File: src/u8u16_pkg.sv
// Package for the UTF-8 to UTF-16 transcoder: widths, lead byte classes,
// the decoder-to-emitter struct and the surrogate helpers.
// No dependencies.
`default_nettype none

package u8u16_pkg;

  localparam int unsigned BYTE_W = 8;
  localparam int unsigned UNIT_W = 16;
  localparam int unsigned CP_W   = 21;
  localparam int unsigned PEND_W = 2;

  localparam logic [CP_W-1:0]   BMP_MAX    = 21'h00FFFF;
  localparam logic [CP_W-1:0]   SUPP_BASE  = 21'h010000;
  localparam logic [UNIT_W-1:0] HI_SURR    = 16'hD800;
  localparam logic [UNIT_W-1:0] LO_SURR    = 16'hDC00;

  // Class of a byte seen with no following bytes pending
  typedef enum logic [2:0] {
    LEAD_ASCII,
    LEAD_TWO,
    LEAD_THREE,
    LEAD_FOUR,
    LEAD_BAD
  } lead_kind_t;

  // One finished code point handed from decoder to emitter
  typedef struct packed {
    logic            valid;
    logic [CP_W-1:0] cp;
    logic            eos;
  } emit_t;

  function automatic lead_kind_t classify_lead(input logic [BYTE_W-1:0] b);
    lead_kind_t k;
    unique case (b) inside
      8'b0???????: k = LEAD_ASCII;
      8'b110?????: k = LEAD_TWO;
      8'b1110????: k = LEAD_THREE;
      8'b11110???: k = LEAD_FOUR;
      default:     k = LEAD_BAD;
    endcase
    return k;
  endfunction

  // High surrogate; offset is not masked, so values above 0x10FFFF spill past 0xDBFF
  function automatic logic [UNIT_W-1:0] hi_unit(input logic [CP_W-1:0] cp);
    logic [CP_W-1:0] v;
    v = cp - SUPP_BASE;
    return HI_SURR | {5'd0, v[CP_W-1:10]};
  endfunction

  function automatic logic [UNIT_W-1:0] lo_unit(input logic [CP_W-1:0] cp);
    logic [CP_W-1:0] v;
    v = cp - SUPP_BASE;
    return LO_SURR | {6'd0, v[9:0]};
  endfunction

endpackage

`default_nettype wire

File: src/u8u16_emitter.sv
// Output stage: result register plus a holding register for the low
// surrogate word of a pair. Depends on u8u16_pkg.
`default_nettype none

module u8u16_emitter
  import u8u16_pkg::*;
(
  input  wire logic              clk,
  input  wire logic              rst_n,
  input  emit_t                  emit,
  output logic                   take_ok,
  output logic                   out_valid,
  input  wire logic              out_ready,
  output logic [UNIT_W-1:0]      out_code_unit,
  output logic                   out_run_last,
  output logic                   out_end_of_string
);

  logic              ov_r, ov_nxt;
  logic [UNIT_W-1:0] unit_r, unit_nxt;
  logic              last_r, last_nxt;
  logic              eos_r, eos_nxt;
  logic              lov_r, lov_nxt;
  logic [UNIT_W-1:0] lo_r, lo_nxt;
  logic              loeos_r, loeos_nxt;
  logic              slot_free;
  logic              pair;

  assign slot_free = !ov_r || out_ready;
  assign take_ok   = slot_free && !lov_r;
  assign pair      = emit.cp > BMP_MAX;

  // Result register loads the held low word first, else a new code point
  always_comb begin
    ov_nxt    = ov_r;
    unit_nxt  = unit_r;
    last_nxt  = last_r;
    eos_nxt   = eos_r;
    lov_nxt   = lov_r;
    lo_nxt    = lo_r;
    loeos_nxt = loeos_r;
    if (slot_free) begin
      if (lov_r) begin
        ov_nxt   = 1'b1;
        unit_nxt = lo_r;
        last_nxt = 1'b1;
        eos_nxt  = loeos_r;
        lov_nxt  = 1'b0;
      end else if (emit.valid) begin
        ov_nxt = 1'b1;
        if (pair) begin
          unit_nxt  = hi_unit(emit.cp);
          last_nxt  = 1'b0;
          eos_nxt   = 1'b0;
          lov_nxt   = 1'b1;
          lo_nxt    = lo_unit(emit.cp);
          loeos_nxt = emit.eos;
        end else begin
          unit_nxt = emit.cp[UNIT_W-1:0];
          last_nxt = 1'b1;
          eos_nxt  = emit.eos;
        end
      end else begin
        ov_nxt = 1'b0;
      end
    end
  end

  always_ff @(posedge clk) begin
    if (!rst_n) begin
      ov_r  <= 1'b0;
      lov_r <= 1'b0;
    end else begin
      ov_r  <= ov_nxt;
      lov_r <= lov_nxt;
    end
  end

  always_ff @(posedge clk) begin
    unit_r  <= unit_nxt;
    last_r  <= last_nxt;
    eos_r   <= eos_nxt;
    lo_r    <= lo_nxt;
    loeos_r <= loeos_nxt;
  end

  assign out_valid         = ov_r;
  assign out_code_unit     = unit_r;
  assign out_run_last      = last_r;
  assign out_end_of_string = eos_r;

endmodule

`default_nettype wire

File: config.mk
export PLATFORM = sky130hd
export DESIGN_NAME = u8u16_emitter
export DESIGN_NICKNAME = d
export VERILOG_FILES = /design/src/u8u16_pkg.sv /design/src/u8u16_emitter.sv
export SDC_FILE = /design/constraint.sdc
export NUM_CORES = 1
export LEC_CHECK = 0
export ABC_AREA = 1
export BUFFER_PORTS_ARGS = -buffer_cell sky130_fd_sc_hd__buf_2
export CORE_ASPECT_RATIO = 0.6
export CORE_MARGIN = 4
export CORE_UTILIZATION = 45
export CTS_CLUSTER_DIAMETER = 50
export DETAILED_ROUTE_END_ITERATION = 8
export HOLD_SLACK_MARGIN = 0.03
export PLACE_DENSITY = 0.77
export SLEW_MARGIN = 20
export SYNTH_ARGS = -nofsm -noshare
export SYNTH_HDL_FRONTEND = slang
export SYNTH_SLANG_ARGS = --single-unit
File: constraint.sdc
create_clock -name clk -period 3.85 [get_ports clk]
set_clock_uncertainty 0.2 [all_clocks]
set_input_delay 1.155 -clock clk [delete_from_list [all_inputs] [get_ports clk]]
set_output_delay 1.155 -clock clk [all_outputs]
set_load 0.1 [all_outputs]
==> impl_metrics.yaml, run 1 <==
outcome:
  status: "completed"
finish:
  postLayoutCellArea_um2: 1850
  seqCellArea_um2: 911
  post_route_cells_drive_above_1_share: 0.288
  fillers: 267
  multi_input_comb_area_um2: 493
  final-instance-count-excl-fill: 240
  finalNetCount: 224
  num_antenna_cells: 0
  synthToLayoutAreaGrowth_pct: 23.5
clock_network:
  worst_skew_pair.late_latency_ps: 280
  cts_resized: 0
  clock_path_buffers: 2
  cts_setup_buffers: 0
  ctsHoldBuffers: 0
  cts_root_buffer: "sky130_fd_sc_hd__clkbuf_8"
  cts_made_buffers: 5
  cts_tree: "done"
  clock-sinks: 31
  clk_transition_reported_paths_ps: 60
  h_tree_level_count: 2
setup_path:
  timing.reg2reg.setup_slack_ps: 1100
  critical_path_class: "primary input to primary output"
  worst-path-max-fanout: 5
  setup.worst_path.start_class: "primary input"
  worstPathArrival_ps: 1880
  critPathRequiredTime_ps: 2490
  critPathCaptureType: "primary output"
  critical_path.startpoint: "out_ready"
  worstReg2RegStart: "lov_r"
pwr:
  standby_leakage_power_nw: 0.795
  power-per-cell-area_nw_per_um2: 515
  peak_supply_drop_mv: 0.238
  finalPower_w: 0.000950
logic_synthesis:
  yosysTopAreaCell: "sky130_fd_sc_hd__edfxtp_1"
  yosys.area.top_type_share: 0.583
  ys.warnings.count: 0
  ys_types: 21
  netlist_area_um2: 1490
  top_post_synthesis_cells_by_area: "sky130_fd_sc_hd__edfxtp_1, sky130_fd_sc_hd__nand3_1, sky130_fd_sc_hd__nand2_1, sky130_fd_sc_hd__nand4_1, sky130_fd_sc_hd__inv_1"
  post_synth.cell_area_avg_um2: 9.89
  synth_seq_cells: 31
  postSynthNetCount: 178
  syn_inst: 151
  sequential_area_share_after_synthesis: 0.610
worst_hold_path:
  timing.hold.worst.start: "loeos_r"
  hold_path_class: "flop to flop"
floorplanning:
  ios: 46
  initial_standard_cell_utilization_of_the_core: 0.494
  fp.coreArea_um2: 3020
  die_x_um: 82.4
  die_area_um2: 4340
  die_y_um: 52.6
  floorplan.rows: 15
timing:
  setup-tns-final_ps: 0
  rsz0062_at_grt: "false"
  tightestPinTransition_ps: 724
  finalMaxSlewViolations: 0
  setup-violations-final: 0
  min_period_ps: 3240
  clock.fmax_mhz: 309
  finalHoldViolations: 0
  post-route-period-util: 0.840
  relSlewSlack: 0.517
  setup_slack_ps: 614
routing:
  routed_wl_um: 3500
  routed_wire_length_per_instance_um: 14.6
  route.detailed.vias_per_inst: 5.18
  antenna_violating_nets_post_route: 0
  dr.pass1.iters: 4
  drt_iter0_markers: 107
  drc: 0
  vias: 1242
place:
  portBuffers: 45
  numPlacedInstances: 232
  hpwl_um: 2600
  gp_congestion: 0.824
  placed_area_um2: 1740
  dp_worst_setup_slack_ps: 616
global_route:
  globalRoute.totalOverflow: 0
  grtUsageTotal: 0.174
  grt_antenna_before_repair: 0
  grt_max_degree: 24
  wire_length_of_the_first_global_routing_pass_um: 5420
  grt_pass1_vias: 1179
job:
  maxCapViolCount: 0
[cell usage in the layout (no fill, tap or decap), drive strengths merged]
cell type	n
dfxtp	2
nand2	37
or2	4
nor2	14
nand4	9
nand3b	2
bufinv	1
buf	46
xnor2	1
nand3	26
xor2	1
clkbuf	5
ha	1
edfxtp	29
nor3	2
inv	13
a21oi	3
clkinv	2
[worst max-delay path: stages]
cell and delay, ps:
sky130_fd_sc_hd__buf_2 100, sky130_fd_sc_hd__nor2_1 250, sky130_fd_sc_hd__nor2_1 70, sky130_fd_sc_hd__buf_2 310
[power by group]
| part | switching (W) | internal, W | total (W) |
|---|---|---|---|
| sequential | 0.00000946 | 0.000403 | 0.000412 |
| combinational | 0.000191 | 0.0000393 | 0.000230 |
| clock | 0.000119 | 0.000189 | 0.000308 |
[Yosys cell counts]
library cell and number:
sky130_fd_sc_hd__buf_6 1, sky130_fd_sc_hd__edfxtp_1 29, sky130_fd_sc_hd__nor3_1 2, sky130_fd_sc_hd__nand2_1 34, sky130_fd_sc_hd__nand2_2 1, sky130_fd_sc_hd__nand3_1 26
sky130_fd_sc_hd__nor2_2 1, sky130_fd_sc_hd__nor2_1 13, sky130_fd_sc_hd__ha_1 1, sky130_fd_sc_hd__inv_1 13, sky130_fd_sc_hd__buf_2 3, sky130_fd_sc_hd__nand2_4 2
sky130_fd_sc_hd__a21oi_1 3, sky130_fd_sc_hd__xnor2_1 1, sky130_fd_sc_hd__clkbuf_1 2, sky130_fd_sc_hd__nand3b_1 2, sky130_fd_sc_hd__buf_4 1, sky130_fd_sc_hd__dfxtp_1 2
sky130_fd_sc_hd__xor2_1 1, sky130_fd_sc_hd__or2_1 4, sky130_fd_sc_hd__nand4_1 9
[cells by family after synthesis]
group | after synthesis | synth area share
AOI/OAI and AO/OA | 3 | 0.0100
xor gates and xnor gates | 2 | 0.0117
buffers and inverters | 20 | 0.0603
DFF | 31 | 0.610
adders and majority gates | 1 | 0.00837
and+or+nand+nor | 94 | 0.300
[stage by stage]
stage,hold slack [ps],util
final,324,0.611
after global routing,356,0.611
after CTS,327,0.611
after detailed placement,311,0.575
after global placement,307,0.575
after floorplan,294,-
[layout make-up]
class | instances | share of cell area
Clock inverter | 3 | 0.0210
Inverter | 13 | 0.0264
Tap cell | 42 | 0.0285
Sequential cell | 31 | 0.494
Timing Repair Buffer | 46 | 0.126
Multi-Input combinational cell | 100 | 0.267
Clock buffer | 5 | 0.0373
[state kept, by name, summed over array words and instances, names as in the netlist]
| signal | flops |
|---|---|
| loeos_r | 1 |
| out_end_of_string | 1 |
| out_valid | 1 |
| lov_r | 1 |
| out_code_unit | 16 |
| lo_r | 10 |
| out_run_last | 1 |
[final timing paths]
check,end,cells after the start
worst max-delay path,take_ok,4
worst min-delay path,out_end_of_string,2
worst max register to register,out_code_unit[14],3
worst min register to register,out_end_of_string,2
[layer usage]
metal / track usage / share of wire / up-vias
li1: - / - / 611
met1: 0.223 / 0.45 / 578
met2: 0.274 / 0.45 / 45
met3: 0.0515 / 0.079 / 8
met4: 0.0718 / 0.017 / 0
met5: 0 / 0 / -
Note: power is estimated with default switching activity, not from simulation.
==> inputs of run 2 (changes only) <==
==> constraint.sdc (replaced) <==
create_clock -name clk -period 3.2 [get_ports clk]
set_clock_uncertainty 0.2 [all_clocks]
set_input_delay 0.96 -clock clk [delete_from_list [all_inputs] [get_ports clk]]
set_output_delay 0.96 -clock clk [all_outputs]
set_load 0.1 [all_outputs]
==> run 2 against run 1 <==
Die area unchanged. Hold slack got worse by 3.1 ps. Critical path depth did not move. Final cell count rose by 0.42%. Final area is 0.47% lower.
==> impl_metrics.yaml, run 2 (synthesized netlist as in run 1, its figures left out) <==
outcome:
  status: "completed"
floorplanning:
  die_area_um2: 4340
  die_y_um: 52.6
  ios: 46
  initial_standard_cell_utilization_of_the_core: 0.494
  floorplan.rows: 15
  die_x_um: 82.4
  fp.coreArea_um2: 3020
finish:
  largest_register_ff_count: 16
  seqCellArea_um2: 911
  mostFrequentLayoutCell: "sky130_fd_sc_hd__buf_2"
  final-instance-count-excl-fill: 241
  num_antenna_cells: 0
  fillers: 274
  layout.cells.most_common_list: "sky130_fd_sc_hd__buf_2, sky130_fd_sc_hd__nand2_1, sky130_fd_sc_hd__edfxtp_1"
  multi_input_comb_area_um2: 499
  post_route_cells_drive_above_1_share: 0.302
  finalNetCount: 226
  synthToLayoutAreaGrowth_pct: 22.9
setup_path:
  critPathCaptureType: "primary output"
  critPathRequiredTime_ps: 2040
  critical_path_class: "primary input to primary output"
  setup.worst_path.start_class: "primary input"
  worstPathArrival_ps: 1710
  worst-path-max-fanout: 5
worst_hold_path:
  hold_path_class: "flop to flop"
timing:
  clock.fmax_mhz: 348
  relSlewSlack: 0.596
  rsz0062_at_grt: "false"
  setup-tns-final_ps: 0
  setup-violations-final: 0
  whs_ps: 321
  setup_slack_ps: 328
  min_period_ps: 2870
  finalHoldViolations: 0
  post-route-period-util: 0.898
  finalMaxSlewViolations: 0
  tightestPinTransition_ps: 604
place:
  gp_congestion: 0.837
  portBuffers: 45
  numPlacedInstances: 234
  hpwl_um: 2560
  dp_worst_setup_slack_ps: 332
global_route:
  grt_pass1_vias: 1235
  grt_antenna_before_repair: 0
  globalRoute.totalOverflow: 0
  grtUsageTotal: 0.178
  grt_max_degree: 23
  wire_length_of_the_first_global_routing_pass_um: 5640
clock_network:
  cts_root_buffer: "sky130_fd_sc_hd__clkbuf_8"
  h_tree_level_count: 2
  cts_setup_buffers: 0
  cts_tree: "done"
  clock_path_buffers: 2
  cts_resized: 0
  clk_transition_reported_paths_ps: 60
  cts_made_buffers: 5
  worst_skew_pair.late_latency_ps: 280
  ctsHoldBuffers: 0
  clock-sinks: 31
pwr:
  finalPower_w: 0.00105
  standby_leakage_power_nw: 0.791
  peak_supply_drop_mv: 0.293
  power-per-cell-area_nw_per_um2: 572
job:
  maxCapViolCount: 0
routing:
  routed_wire_length_per_instance_um: 14.0
  route.detailed.vias_per_inst: 5.18
  routed_wl_um: 3380
  drt_iter0_markers: 110
  vias: 1248
  dr.pass1.iters: 4
  antenna_violating_nets_post_route: 0
  drc: 0
## run 2: worst max-delay path, stage by stage
cell and delay (ps):
sky130_fd_sc_hd__buf_2 90, sky130_fd_sc_hd__nor2_1 300, sky130_fd_sc_hd__nor2_2 50, sky130_fd_sc_hd__buf_2 310
## run 2: path summary, 6_finish.rpt
| check | start | endpoint | slack (ps) | cells past startpoint |
|---|---|---|---|---|
| max reg2reg | lov_r | out_code_unit[1] | 1150 | 3 |
| min | loeos_r | out_end_of_string | 320 | 2 |
| max | out_ready | take_ok | 330 | 4 |
| min reg2reg | loeos_r | out_end_of_string | 320 | 2 |
## run 2: layout make-up
type | instances | share of cell area
clock buffers | 5 | 0.0375
clock inverters | 2 | 0.00477
inverters | 13 | 0.0266
multi-input cells | 100 | 0.272
flip-flops and latches | 31 | 0.496
well taps | 42 | 0.0286
repair buffers | 48 | 0.135
## run 2: power by group
| part | switching (W) | internal, W | total [W] |
|---|---|---|---|
| clock | 0.000132 | 0.000144 | 0.000276 |
| sequential | 0.0000116 | 0.000484 | 0.000496 |
| combinational | 0.000230 | 0.0000493 | 0.000279 |
## run 2: layer usage
metal | track usage | part of all wire
met5 | 0 | 0
met4 | 0.0691 | 0.020
met3 | 0.0601 | 0.10
met2 | 0.279 | 0.43
met1 | 0.227 | 0.45
## run 2: stage by stage
step / instance area (um^2) / utilization
after global routing: 1840 / 0.608
after global placement: 1760 / 0.582
final: 1840 / 0.608
after CTS: 1840 / 0.608
after detailed placement: 1760 / 0.582
after floorplan: 1500 / -
==> inputs of run 3 (changes only) <==
--- a/config.mk
+++ b/config.mk
@@ -14,6 +14,7 @@
 export DETAILED_ROUTE_END_ITERATION = 8
 export HOLD_SLACK_MARGIN = 0.03
 export PLACE_DENSITY = 0.77
+export RECOVER_POWER = 25
 export SLEW_MARGIN = 20
 export SYNTH_ARGS = -nofsm -noshare
 export SYNTH_HDL_FRONTEND = slang
==> run 3 against run 2 <==
Final cell count did not move. Fmax rose by 1.2%. Global-route usage did not move. Critical path type unchanged. Largest cell class unchanged. Highest routed layer unchanged.
==> impl_metrics.yaml, run 3 (synthesized netlist as in run 1, its figures left out) <==
outcome:
  status: "completed"
routing:
  vias: 1241
  routed_wl_um: 3410
  routed_wire_length_per_instance_um: 14.1
  route.detailed.vias_per_inst: 5.15
  dr.pass1.iters: 4
  drc: 0
  drt_iter0_markers: 105
  antenna_violating_nets_post_route: 0
clock_network:
  h_tree_level_count: 2
  clk_transition_reported_paths_ps: 60
  cts_made_buffers: 5
  cts_root_buffer: "sky130_fd_sc_hd__clkbuf_8"
  ctsHoldBuffers: 0
  clock-sinks: 31
  cts_tree: "done"
  worst_skew_pair.late_latency_ps: 280
  clock_path_buffers: 2
  cts_setup_buffers: 0
  cts_resized: 0
setup_path:
  worstPathArrival_ps: 1680
  cpLargestDelayFamily: "buffers and inverters"
  timing.critical_path.cells: "buf_2, nor2_1, nor2_2, buf_2"
  crit_path_top_delay_cell: "sky130_fd_sc_hd__buf_2"
  critical_path_class: "primary input to primary output"
  crit_path_max_cell_delay_ps: 310
  critPathRequiredTime_ps: 2040
  critical_path.most_common_cell: "sky130_fd_sc_hd__buf_2"
  worst-path-max-fanout: 5
  setup.worst_path.start_class: "primary input"
  worst-path-buf-inv: 2
  critPathCaptureType: "primary output"
timing:
  min_period_ps: 2840
  post-route-period-util: 0.887
  tightestPinTransition_ps: 1170
  finalMaxSlewViolations: 0
  finalHoldViolations: 0
  setup-violations-final: 0
  relSlewSlack: 0.224
  clock.fmax_mhz: 352
  setup_slack_ps: 361
  rsz0062_at_grt: "false"
  setup-tns-final_ps: 0
pwr:
  switching_share: 0.357
  fraction_of_power_consumed_by_sequential_logic: 0.474
  standby_leakage_power_nw: 0.750
  p_switching_w: 0.000374
  cellInternalPower_w: 0.000674
  peak_supply_drop_mv: 0.292
  finalPower_w: 0.00105
  clock_power_share: 0.264
  combinationalPowerShare: 0.263
  power-per-cell-area_nw_per_um2: 578
global_route:
  wire_length_of_the_first_global_routing_pass_um: 5640
  grt_max_degree: 23
  grtUsageTotal: 0.178
  grt_pass1_vias: 1235
  globalRoute.totalOverflow: 0
  grt_antenna_before_repair: 0
finish:
  post_route_cells_drive_above_1_share: 0.226
  final-instance-count-excl-fill: 241
  mostFrequentLayoutCell: "sky130_fd_sc_hd__nand2_1"
  layout.cells.most_common_list: "sky130_fd_sc_hd__nand2_1, sky130_fd_sc_hd__buf_2, sky130_fd_sc_hd__edfxtp_1"
  synthToLayoutAreaGrowth_pct: 21.4
  finalNetCount: 226
  largest_register_ff_count: 16
  num_antenna_cells: 0
  utilization: 0.600
floorplanning:
  ios: 46
  die_y_um: 52.6
  initial_standard_cell_utilization_of_the_core: 0.494
  die_area_um2: 4340
  floorplan.rows: 15
  die_x_um: 82.4
  fp.coreArea_um2: 3020
place:
  hpwl_um: 2560
  numPlacedInstances: 234
  gp_congestion: 0.837
  dp_worst_setup_slack_ps: 332
  portBuffers: 45
worst_hold_path:
  hold_path_class: "flop to flop"
job:
  maxCapViolCount: 0
run 3: power by group through the flow:
stage          registers, W  clock network, W  logic (W)
5_1_grt            0.000499          0.000306   0.000291
6_report           0.000496          0.000276   0.000275
3_3_place_gp       0.000503                 0   0.000277
4_1_cts            0.000496          0.000283   0.000281
3_5_place_dp       0.000504                 0   0.000280
2_1_floorplan      0.000654                 0  0.0000682
run 3: final cells by class:
class | count | area [um^2]
clock buffers | 5 | 68.8
clock inverters | 2 | 8.76
fillers | 281 | 1210
inverters | 13 | 48.8
multi-input cells | 100 | 495
flip-flops and latches | 31 | 911
well taps | 42 | 52.6
repair buffers | 48 | 228
run 3: worst register-to-register path: stages, from the launching register on:
cell and delay, ps:
sky130_fd_sc_hd__dfxtp_1 700, sky130_fd_sc_hd__inv_1 120, sky130_fd_sc_hd__a21oi_1 580, sky130_fd_sc_hd__clkbuf_1 610
run 3: routing by layer:
layer  wire, um  share of wire  track usage
met1       1570           0.46        0.227
met2       1460           0.43        0.279
met3        318          0.093       0.0601
met4         63          0.018       0.0691
met5          0              0            0
run 3: worst paths after layout:
| check | startpoint | to | slack (ps) | depth (start not counted) |
|---|---|---|---|---|
| max | out_ready | take_ok | 360 | 4 |
| max reg2reg | lov_r | out_code_unit[13] | 620 | 3 |
| min reg2reg | loeos_r | out_end_of_string | 320 | 2 |
| min | loeos_r | out_end_of_string | 320 | 2 |
run 3: stage by stage:
stage / hold WS, ps / cell area, um^2
finish: 320 / 1810
global route: 337 / 1810
CTS: 324 / 1840
detailed placement: 309 / 1760
global placement: 307 / 1760
floorplan: 294 / 1500
