[config.mk]
export PLATFORM = sky130hd
export DESIGN_NAME = u8u16_decoder
export DESIGN_NICKNAME = d
export VERILOG_FILES = /design/src/u8u16_pkg.sv /design/src/u8u16_decoder.sv
export SDC_FILE = /design/constraint.sdc
export NUM_CORES = 1
export LEC_CHECK = 0
export BUFFER_PORTS_ARGS = -buffer_cell sky130_fd_sc_hd__buf_2
export CAP_MARGIN = 20
export CORE_MARGIN = 2
export CORE_UTILIZATION = 48
export CTS_CLUSTER_SIZE = 25
export DETAILED_ROUTE_END_ITERATION = 8
export PLACE_DENSITY_LB_ADDON = 0.2
export SLEW_MARGIN = 10
export SYNTH_ARGS = -nofsm -noshare
export SYNTH_HDL_FRONTEND = slang
export SYNTH_SLANG_ARGS = --single-unit
[constraint.sdc]
create_clock -name clk -period 5.5 [get_ports clk]
set_input_delay 1.1 -clock clk [delete_from_list [all_inputs] [get_ports clk]]
set_output_delay 1.1 -clock clk [all_outputs]
set_load 0.005 [all_outputs]
[src/u8u16_pkg.sv]
// Package for the UTF-8 to UTF-16 transcoder: widths, lead byte classes,
// the decoder-to-emitter struct and the surrogate helpers.
// No dependencies.
`default_nettype none

package u8u16_pkg;

  localparam int unsigned BYTE_W = 8;
  localparam int unsigned UNIT_W = 16;
  localparam int unsigned CP_W   = 21;
  localparam int unsigned PEND_W = 2;

  localparam logic [CP_W-1:0]   BMP_MAX    = 21'h00FFFF;
  localparam logic [CP_W-1:0]   SUPP_BASE  = 21'h010000;
  localparam logic [UNIT_W-1:0] HI_SURR    = 16'hD800;
  localparam logic [UNIT_W-1:0] LO_SURR    = 16'hDC00;

  // Class of a byte seen with no following bytes pending
  typedef enum logic [2:0] {
    LEAD_ASCII,
    LEAD_TWO,
    LEAD_THREE,
    LEAD_FOUR,
    LEAD_BAD
  } lead_kind_t;

  // One finished code point handed from decoder to emitter
  typedef struct packed {
    logic            valid;
    logic [CP_W-1:0] cp;
    logic            eos;
  } emit_t;

  function automatic lead_kind_t classify_lead(input logic [BYTE_W-1:0] b);
    lead_kind_t k;
    unique case (b) inside
      8'b0???????: k = LEAD_ASCII;
      8'b110?????: k = LEAD_TWO;
      8'b1110????: k = LEAD_THREE;
      8'b11110???: k = LEAD_FOUR;
      default:     k = LEAD_BAD;
    endcase
    return k;
  endfunction

  // High surrogate; offset is not masked, so values above 0x10FFFF spill past 0xDBFF
  function automatic logic [UNIT_W-1:0] hi_unit(input logic [CP_W-1:0] cp);
    logic [CP_W-1:0] v;
    v = cp - SUPP_BASE;
    return HI_SURR | {5'd0, v[CP_W-1:10]};
  endfunction

  function automatic logic [UNIT_W-1:0] lo_unit(input logic [CP_W-1:0] cp);
    logic [CP_W-1:0] v;
    v = cp - SUPP_BASE;
    return LO_SURR | {6'd0, v[9:0]};
  endfunction

endpackage

`default_nettype wire

[src/u8u16_decoder.sv]
// Byte decoder: holds the pending count and partial code point, and flags
// each finished or cut-off code point. Depends on u8u16_pkg.
`default_nettype none

module u8u16_decoder
  import u8u16_pkg::*;
(
  input  wire logic              clk,
  input  wire logic              rst_n,
  input  wire logic              accept,
  input  wire logic [BYTE_W-1:0] in_byte,
  input  wire logic              string_end,
  output emit_t                  emit
);

  logic [PEND_W-1:0] pend_r, pend_nxt;
  logic [CP_W-1:0]   acc_r, acc_nxt;
  logic [PEND_W-1:0] pend_step;
  logic [CP_W-1:0]   acc_step;
  logic              complete;
  logic              bad;
  lead_kind_t        kind;

  assign kind = classify_lead(in_byte);

  // Lead byte or continuation byte
  always_comb begin
    pend_step = pend_r;
    acc_step  = acc_r;
    complete  = 1'b0;
    bad       = 1'b0;
    if (pend_r == '0) begin
      unique case (kind)
        LEAD_ASCII: begin
          acc_step = {13'd0, in_byte};
          complete = 1'b1;
        end
        LEAD_TWO: begin
          acc_step  = {16'd0, in_byte[4:0]};
          pend_step = 2'd1;
        end
        LEAD_THREE: begin
          acc_step  = {17'd0, in_byte[3:0]};
          pend_step = 2'd2;
        end
        LEAD_FOUR: begin
          acc_step  = {18'd0, in_byte[2:0]};
          pend_step = 2'd3;
        end
        default: bad = 1'b1;
      endcase
    end else begin
      acc_step  = {acc_r[CP_W-7:0], in_byte[5:0]};
      pend_step = pend_r - 2'd1;
      complete  = (pend_r == 2'd1);
    end
  end

  // State update and emit request
  always_comb begin
    pend_nxt   = pend_r;
    acc_nxt    = acc_r;
    emit.valid = 1'b0;
    emit.cp    = acc_step;
    emit.eos   = string_end;
    if (accept) begin
      if (bad) begin
        if (string_end) begin
          pend_nxt = '0;
          acc_nxt  = '0;
        end
      end else if (complete || string_end) begin
        emit.valid = 1'b1;
        pend_nxt   = '0;
        acc_nxt    = '0;
      end else begin
        pend_nxt = pend_step;
        acc_nxt  = acc_step;
      end
    end
  end

  always_ff @(posedge clk) begin
    if (!rst_n) begin
      pend_r <= '0;
      acc_r  <= '0;
    end else begin
      pend_r <= pend_nxt;
      acc_r  <= acc_nxt;
    end
  end

endmodule

`default_nettype wire

==> results of run 1 <==
[layer usage]
metal	track usage, %	up-vias	wire (um)
met2	36.7	23	1180
met4	7.46	0	32
li1	-	495	-
met3	4.60	5	108
met5	0	-	0
met1	25.2	480	1110
[cell usage after synthesis, drive strengths merged]
cell type / instances
nor2: 3
o311ai: 1
o22ai: 2
buf: 4
mux2: 3
and4: 1
a21o: 1
nor2b: 4
nand2: 11
o211ai: 2
o21ai: 3
nand3: 2
a2111oi: 1
a22o: 31
dfxtp: 23
o21bai: 1
and3: 2
a41oi: 1
clkbuf: 5
inv: 4
nand2b: 2
a21oi: 2
o2bb2ai: 1
or2: 2
and2: 1
a32o: 1
[layout make-up]
cell class | instances | area [um^2] | area share (%)
clock buffers | 3 | 22.5 | 1.74
clock inverters | 1 | 5.00 | 0.386
inverters | 4 | 15.0 | 1.16
multi-input cells | 78 | 579 | 44.7
flip-flops and latches | 23 | 460 | 35.6
well taps | 28 | 35.0 | 2.71
repair buffers | 35 | 178 | 13.7
[worst max-delay path: cells and delay by family]
kind / cells / cell delay, ns
buffers and inverters: 3 / 0.54
and+or+nand+nor: 3 / 0.39
AOI/OAI and AO/OA: 1 / 0.83
[power groups by stage]
stage / combinational [uW] / clock (uW) / sequential [uW]
finish: 38.6 / 78.1 / 169
detailed placement: 38.8 / 0 / 173
global placement: 38.1 / 0 / 173
floorplan: 26.7 / 0 / 173
global route: 42.9 / 88.3 / 170
CTS: 38.8 / 80.6 / 169
[metrics by stage]
stage	area (um^2)	instances	total power (uW)	utilization, %
2_1_floorplan	1110	114	199	-
3_3_place_gp	1270	168	211	57.9
3_5_place_dp	1270	168	212	57.9
4_1_cts	1290	172	289	59.1
5_1_grt	1290	172	301	59.1
6_report	1290	172	286	59.1
[kinds of logic (layout without fill, tap and decap cells)]
kind of cell           count (synthesis)  in the layout  synth area share, %
AND/OR/NAND/NOR                       28             28                 12.8
buffers and inverters                 13             43                 6.42
AO/OA/AOI/OAI                         47             47                 36.3
flip-flops                            23             23                 41.4
multiplexers                           3              3                 3.04
[path summary, 6_finish.rpt]
check	end	slack (ns)	cells after the start	from
setup / recovery	emit[4]	1.54	7	in_byte[6]
hold / removal	acc_r[19]	0.50	1	acc_r[19]
setup reg to reg	acc_r[3]	3.14	5	pend_r[1]
hold reg to reg	acc_r[19]	0.50	1	acc_r[19]
[registers in the layout, summed over array words and instances (netlist names)]
register and flops:
pend_r 2, acc_r 21
==> impl_metrics.toml, run 1 <==
[status]
status = "complete, no violations"

[sta]
layout_setup_ws_ns = 1.54
slew_violations = 0
post-route-min-period_ns = 3.96
fmax_ghz = 0.252
setup_tns_ns = 0
report.final.hold_viol_count = 0
final-setup-viol-count = 0
fin_crit_sh_pct = 72.1
rsz0062_at_grt = "no"
hold-worst-slack_ns = 0.500
clock-skew-final_ns = 0.00521
worst_pin_slew_ns = 0.851
slew_headroom_pct = 43.3

[floorplan]
initial_utilization_pct = 50.7
core-area_um2 = 2190
die_h_um = 52.1
dieArea_um2 = 2720
dieWidth_um = 52.1
fp-row-count = 17
num_io_pins = 35

[cells_and_area]
area_growth_pct = 16.6
nets = 157
layout-drive-gt1-share_pct = 31.3
n_antenna_cell = 0
fill_cells = 197
layout_common_cells = "34 x buf_2, 31 x a22o_1, 23 x dfxtp_1"
final_common_cell = "buf_2"

[synthesis]
synth_cells = 114
synth_cell_types = 29
yosys_register_bits = 23
syn-cell-area_um2 = 1110
ys_seq_area_share_pct = 41.4
synth_nets = 126
synth_top_area_share_pct = 41.4
syn_avg_cell_area_um2 = 9.75
yosys_warnings = 0
yosys-top-cells-area = "dfxtp_1 41%, a22o_1 24%, nand2_1 3.7%"
yosysTopAreaCell = "dfxtp_1"

[route]
vias = 1003
avgViaCountPerCell = 5.83
routedWlPerCell_um = 14.2
drtPass1Iterations = 4
ant_nets = 0
detail_route.iter0.violations = 7
wl_um = 2440
drc_errors = 0

[power]
p_sw_uw = 75.0
combPwrFrac_pct = 13.5
leakagePower_uw = 0.000591
swShare_pct = 26.2
p_seq_share_pct = 59.2
clock_power_share_pct = 27.3
intPower_uw = 211
peakVddDrop_v = 0.000150
p_per_area_nw_per_um2 = 221

[clock_tree]
clk_pin_slew_ns = 0.13
cts_max_level = 1
cts_root_buffer = "clkbuf_4"
cts_buffers = 3
cts.path.max_buffers = 2
postCtsSetupRepairBufs = 0
insertion_delay_ns = 0.31
clock_sinks = 23
cts_hold_buf = 0
ctsResizeCount = 0
cts_tree = "done"

[placed_design]
port_buffers = 34
gp_congestion = 0.812
place_ws_ns = 1.53
dp_hpwl_um = 1820

[hold_path]
hold_class = "reg -> reg"

[worst_setup_path]
critPathKind = "in -> out"
cpMostUsedCell = "buf_2"
worst_setup_path_end_kind = "output pin"
crit_required_ns = 4.40
max_stage_delay_ns = 0.83
cp_max_fo = 14
start_kind = "input pin"
critPathArrivalTime_ns = 2.86
slowest_stage = "a2111oi_4"
path_cells = "buf_2 > and2_1 > a2111oi_4 > buf_4 > nand2b_1 > nand2_1 > buf_2"

[global_routing]
overflow = 0
grt_pass1_wl_um = 4230
antenna_found_initial = 0
grt_max_degree = 21
first_global_vias = 948
grt_util_all_layers_pct = 21.1

[run]
max_cap_violations = 0
(Power assumes the default switching activity.)
==> run 2, diff against run 1 <==
--- a/config.mk
+++ b/config.mk
@@ -5,10 +5,11 @@
 export SDC_FILE = /design/constraint.sdc
 export NUM_CORES = 1
 export LEC_CHECK = 0
+export ABC_AREA = 1
 export BUFFER_PORTS_ARGS = -buffer_cell sky130_fd_sc_hd__buf_2
 export CAP_MARGIN = 20
 export CORE_MARGIN = 2
-export CORE_UTILIZATION = 48
+export CORE_UTILIZATION = 47
 export CTS_CLUSTER_SIZE = 25
 export DETAILED_ROUTE_END_ITERATION = 8
 export PLACE_DENSITY_LB_ADDON = 0.2
==> constraint.sdc (replaced) <==
create_clock -name clk -period 3.2 [get_ports clk]
set_input_delay 0.64 -clock clk [delete_from_list [all_inputs] [get_ports clk]]
set_output_delay 0.64 -clock clk [all_outputs]
set_load 0.005 [all_outputs]
==> run 2 against run 1 <==
  * Largest cell class unchanged
  * Setup slack got worse by 0.81 ns
  * First-iteration DRC count grew to 8.3 times the previous value
  * Sequential power is 74% higher
  * Highest routed layer unchanged
  * Non-clock buffer count up 2
  * Synthesized cell count up 86%
  * Combinational power increased to 3.1 times the previous value
  * Clock-buffer cell count unchanged
  * Clock skew shrank 0.0027 ns
  * Register-to-register slack got worse by 1.4 ns
  * Via count increased by 42%
  * Design area increased by 18%
==> impl_metrics.toml, run 2 <==
[clock_tree]
cts_tree = "done"
cts_buffers = 3
cts_hold_buf = 0
cts_root_buffer = "clkbuf_4"
insertion_delay_ns = 0.31
cts_max_level = 1
ctsResizeCount = 0
postCtsSetupRepairBufs = 0
clock_sinks = 23
cts.path.max_buffers = 2
clk_pin_slew_ns = 0.13

[global_routing]
gr-usage-met2_pct = 30.5
overflow = 0
grt_util_all_layers_pct = 20.0
antenna_found_initial = 0
first_global_vias = 1229
met1_usage_pct = 28.7
grt-busiest-layer = "met2"
grt_use_met3_pct = 2.90
grt_pass1_wl_um = 5380
grt_max_degree = 32

[worst_setup_path]
rrSetupSlack_ns = 1.72
crit_required_ns = 2.56
critPathKind = "in -> out"
start_kind = "input pin"
critPathArrivalTime_ns = 1.84
worst_setup_path_end_kind = "output pin"
cp_max_fo = 26

[placed_design]
dp_hpwl_um = 2170
post_dp_cell_area_um2 = 1500
gp_congestion = 0.792
port_buffers = 34

[cells_and_area]
layout_common_cells = "51 x nand2_1, 34 x buf_2, 26 x inv_1, 26 x nor2_1, 24 x a21oi_1"
regMostFlops = "acc_r"
nets = 251
fill_cells = 285
stdcell_area_um2 = 1530
final_common_cell = "nand2_1"
largest_reg_flops = 21
top_regs = "acc_r (21), pend_r (2)"
post-route-util_pct = 55.9
area_growth_pct = 13.0
n_antenna_cell = 0
layout-drive-gt1-share_pct = 20.2

[power]
power_uw = 552
leakagePower_uw = 0.000640
peakVddDrop_v = 0.000271
p_per_area_nw_per_um2 = 361

[sta]
slew_headroom_pct = 52.8
slew_violations = 0
hold-worst-slack_ns = 0.472
final-setup-viol-count = 0
clock-skew-final_ns = 0.00250
worst_pin_slew_ns = 0.708
setup_tns_ns = 0
report.final.hold_viol_count = 0
post-route-min-period_ns = 2.48
rsz0062_at_grt = "no"
fin_crit_sh_pct = 77.5
fmax_ghz = 0.403

[route]
drtPass1Iterations = 4
wl_um = 3210
detail_route.iter0.violations = 58
routedWlPerCell_um = 11.9
drc_errors = 0
vias = 1429
avgViaCountPerCell = 5.31
ant_nets = 0

[synthesis]
yosysTopAreaCell = "dfxtp_1"
synthFlopType = "dfxtp_1"
post-synth-top-count-cell = "nand2_1"
synth_top_area_share_pct = 34.0
syn_avg_cell_area_um2 = 6.38
async_reset_ff_share_pct = 0
yosys-top-cells-area = "dfxtp_1 34%, nand2_1 14%, a21oi_1 8.9%"
synth_nets = 224
synth_edf_count = 0
yosys_register_bits = 23
synth_cell_types = 17
netlist_top_cells_count = "51 x nand2_1, 26 x inv_1, 26 x nor2_1"
yosys_warnings = 0
synth_cells = 212
syn-cell-area_um2 = 1350
ys_seq_area_share_pct = 34.0

[floorplan]
dieWidth_um = 57.6
fp-row-count = 19
dieArea_um2 = 3320
initial_utilization_pct = 49.5
core-area_um2 = 2730
num_io_pins = 35
die_h_um = 57.6

[run]
max_cap_violations = 0

[hold_path]
hold_class = "reg -> reg"

[status]
status = "complete, no violations"
-- run 2: path summary, 6_finish.rpt --
path | from | to | cells after the start
hold / removal | acc_r[12] | acc_r[12] | 2
setup reg to reg | pend_r[1] | acc_r[20] | 7
setup / recovery | in_byte[6] | emit[18] | 9
hold reg to reg | acc_r[12] | acc_r[12] | 2
-- run 2: area by class of cell --
cell class	count	area (um^2)	share of cell area, %
clock buffer	3	22.5	1.47
clock inverter	1	5.00	0.327
inverter	26	97.6	6.38
multi-input combinational	148	712	46.6
sequential	23	460	30.1
tap	31	38.8	2.54
timing repair buffer	37	193	12.6
-- run 2: through the flow --
| step | cells | setup WS (ns) |
|---|---|---|
| 3_3_place_gp | 265 | 0.764 |
| 3_5_place_dp | 265 | 0.726 |
| 2_1_floorplan | 212 | 1.19 |
| 4_1_cts | 269 | 0.722 |
| 5_1_grt | 269 | 0.577 |
| 6_report | 269 | 0.721 |
-- run 2: power by group --
part / switching [uW] / leakage (uW) / total (uW) / internal [uW]
clock network: 91.2 / 0.0000177 / 138 / 46.7
logic: 83.6 / 0.000436 / 120 / 36.4
registers: 3.81 / 0.000186 / 294 / 291
-- run 2: cell families (layout without fill, tap and decap cells) --
group | count (synthesis) | in the layout | synth area share, %
DFF | 23 | 23 | 34.0
AOI/OAI and AO/OA | 44 | 44 | 17.1
buffers and inverters | 41 | 67 | 13.3
and+or+nand+nor | 104 | 104 | 35.5
-- run 2: routing by layer --
| metal | wire (um) | share of wire, % |
|---|---|---|
| met5 | 0 | 0 |
| met4 | 49 | 1.5 |
| met3 | 239 | 7.5 |
| met2 | 1390 | 43 |
| met1 | 1530 | 48 |
-- run 2: worst max-delay path, stage by stage --
cell	delay [ns]
buf_2	0.10
inv_1	0.05
nor2_1	0.23
nor2_4	0.09
nand2_4	0.22
inv_1	0.18
nand2_1	0.09
o21ai_0	0.09
buf_2	0.14
==> run 3, diff against run 2 <==
--- a/config.mk
+++ b/config.mk
@@ -9,7 +9,7 @@
 export BUFFER_PORTS_ARGS = -buffer_cell sky130_fd_sc_hd__buf_2
 export CAP_MARGIN = 20
 export CORE_MARGIN = 2
-export CORE_UTILIZATION = 47
+export CORE_UTILIZATION = 48
 export CTS_CLUSTER_SIZE = 25
 export DETAILED_ROUTE_END_ITERATION = 8
 export PLACE_DENSITY_LB_ADDON = 0.2
==> constraint.sdc (replaced) <==
create_clock -name clk -period 2.6 [get_ports clk]
set_input_delay 0.52 -clock clk [delete_from_list [all_inputs] [get_ports clk]]
set_output_delay 0.52 -clock clk [all_outputs]
set_load 0.005 [all_outputs]
==> run 3 against run 2 <==
  * Non-clock buffer count unchanged
  * Design area about the same
  * Sequential power increased by 23%
  * Critical path depth decreased by 1
  * Die area decreased by 1.9%
  * Critical endpoint unchanged
==> impl_metrics.toml, run 3 (synthesized netlist as in run 2, its figures left out) <==
[power]
p_per_area_nw_per_um2 = 444
leakagePower_uw = 0.000637
clock_power_share_pct = 24.8
combPwrFrac_pct = 21.8
peakVddDrop_v = 0.000348
p_sw_uw = 216
intPower_uw = 462
swShare_pct = 31.8
p_seq_share_pct = 53.4

[cells_and_area]
nets = 251
fill_cells = 288
layout_common_cells = "51 x nand2_1, 34 x buf_2, 26 x inv_1, 26 x nor2_1, 24 x a21oi_1"
post-route-util_pct = 56.4
n_antenna_cell = 0
largest_reg_flops = 21
layout-drive-gt1-share_pct = 19.7
stdcell_area_um2 = 1530
final_common_cell = "nand2_1"
area_growth_pct = 13.0
top_regs = "acc_r (21), pend_r (2)"
fin_cells = 269
regMostFlops = "acc_r"

[clock_tree]
cts_root_buffer = "clkbuf_4"
cts.path.max_buffers = 2
ctsResizeCount = 0
cts_buffers = 3
cts_hold_buf = 0
cts_tree = "done"
postCtsSetupRepairBufs = 0
cts_max_level = 1
insertion_delay_ns = 0.31
clock_sinks = 23
clk_pin_slew_ns = 0.12

[worst_setup_path]
start_kind = "register"
critPathKind = "reg -> out"
path_cells = "nor2_4 > nand2_2 > nor2_4 > nand2_4 > inv_1 > nand2_1 > o21ai_0 > buf_2"
slowest_stage = "dfxtp_1"
critPathArrivalTime_ns = 1.73
crit_cells = 8
worst_setup_path_end_kind = "output pin"
r2r-end = "acc_r[4]"
max_stage_delay_ns = 0.37
rr_startpoint = "pend_r[0]"
cp_max_fo = 22
cpMostUsedCell = "nor2_4"
cp.buffers_inverters = 2
crit_family = "simple AND/OR/NAND/NOR gates"
startpoint = "pend_r[1]"
reg2reg_depth = 8
rrSetupSlack_ns = 1.13
crit_required_ns = 2.08

[sta]
fmax_ghz = 0.444
worst_pin_slew_ns = 0.690
fin_crit_sh_pct = 86.7
layout_setup_ws_ns = 0.346
final-setup-viol-count = 0
post-route-min-period_ns = 2.25
slew_headroom_pct = 54.0
clock-skew-final_ns = 0.00754
slew_violations = 0
rsz0062_at_grt = "no"
setup_tns_ns = 0
report.final.hold_viol_count = 0

[route]
routedWlPerCell_um = 12.2
vias = 1421
met1_length_um = 1580
wl_met2_um = 1490
detail_route.iter0.violations = 60
drc_errors = 0
drtPass1Iterations = 4
routed-wl-met3_um = 176
ant_nets = 0
top_layer_used = "met4"
wl_um = 3280
avgViaCountPerCell = 5.28

[global_routing]
grt_max_degree = 32
first_global_vias = 1224
antenna_found_initial = 0
grt_util_all_layers_pct = 20.7
grt_pass1_wl_um = 5420
overflow = 0

[status]
status = "complete, no violations"

[floorplan]
dieWidth_um = 57.1
fp-row-count = 19
initial_utilization_pct = 49.9
dieArea_um2 = 3260
num_io_pins = 35
core-area_um2 = 2710
die_h_um = 57.1

[placed_design]
place_ws_ns = 0.430
post_dp_cell_area_um2 = 1500
dp_hpwl_um = 2230
port_buffers = 34
gp_congestion = 0.818
placed_cells_incl_taps = 265

[hold_path]
min_path_cells = 3
hold_class = "in -> reg"
hp-start = "rst_n"
hold_path_end = "pend_r[0]"

[run]
max_cap_violations = 0
## run 3: cell type report
type / count / area [um^2] / area share [%]
sequential: 23 / 460 / 30.1
timing repair buffer: 37 / 193 / 12.6
clock buffer: 4 / 26.3 / 1.72
inverter: 26 / 97.6 / 6.39
multi-input combinational: 148 / 712 / 46.6
tap: 31 / 38.8 / 2.54
## run 3: how the worst max path moves through the flow
stage / endpoint / slack (ns)
2_1_floorplan: emit[1] / 0.83
3_3_place_gp: emit[16] / 0.43
3_5_place_dp: emit[18] / 0.43
4_1_cts: emit[18] / 0.33
5_1_grt: emit[18] / 0.17
6_report: emit[18] / 0.35
## run 3: worst reg2reg max path, delay by kind of cell, from the launching register on
family	cells	cell delay [ns]
buf+inv	3	0.46
flops	1	0.36
compound gates	2	0.19
simple gates	3	0.41
## run 3: through the flow
stage / hold WS [ns] / power, uW
2_1_floorplan: 0.439 / 477
5_1_grt: 0.435 / 713
4_1_cts: 0.431 / 683
3_5_place_dp: 0.454 / 518
6_report: 0.438 / 679
3_3_place_gp: 0.450 / 518
## run 3: power by group through the flow
stage                     Sequential, uW  Combinational (uW)  Clock, uW
after detailed placement             370                 148          0
after global routing                 363                 167        183
after CTS                            362                 148        173
final                                362                 148        168
after global placement               370                 149          0
after floorplan                      369                 107          0
## run 3: layer usage
layer	vias to the layer above	GRT usage (%)
met5	-	0
met4	0	6.98
met3	5	2.49
met2	36	34.8
met1	635	27.6
li1	745	-
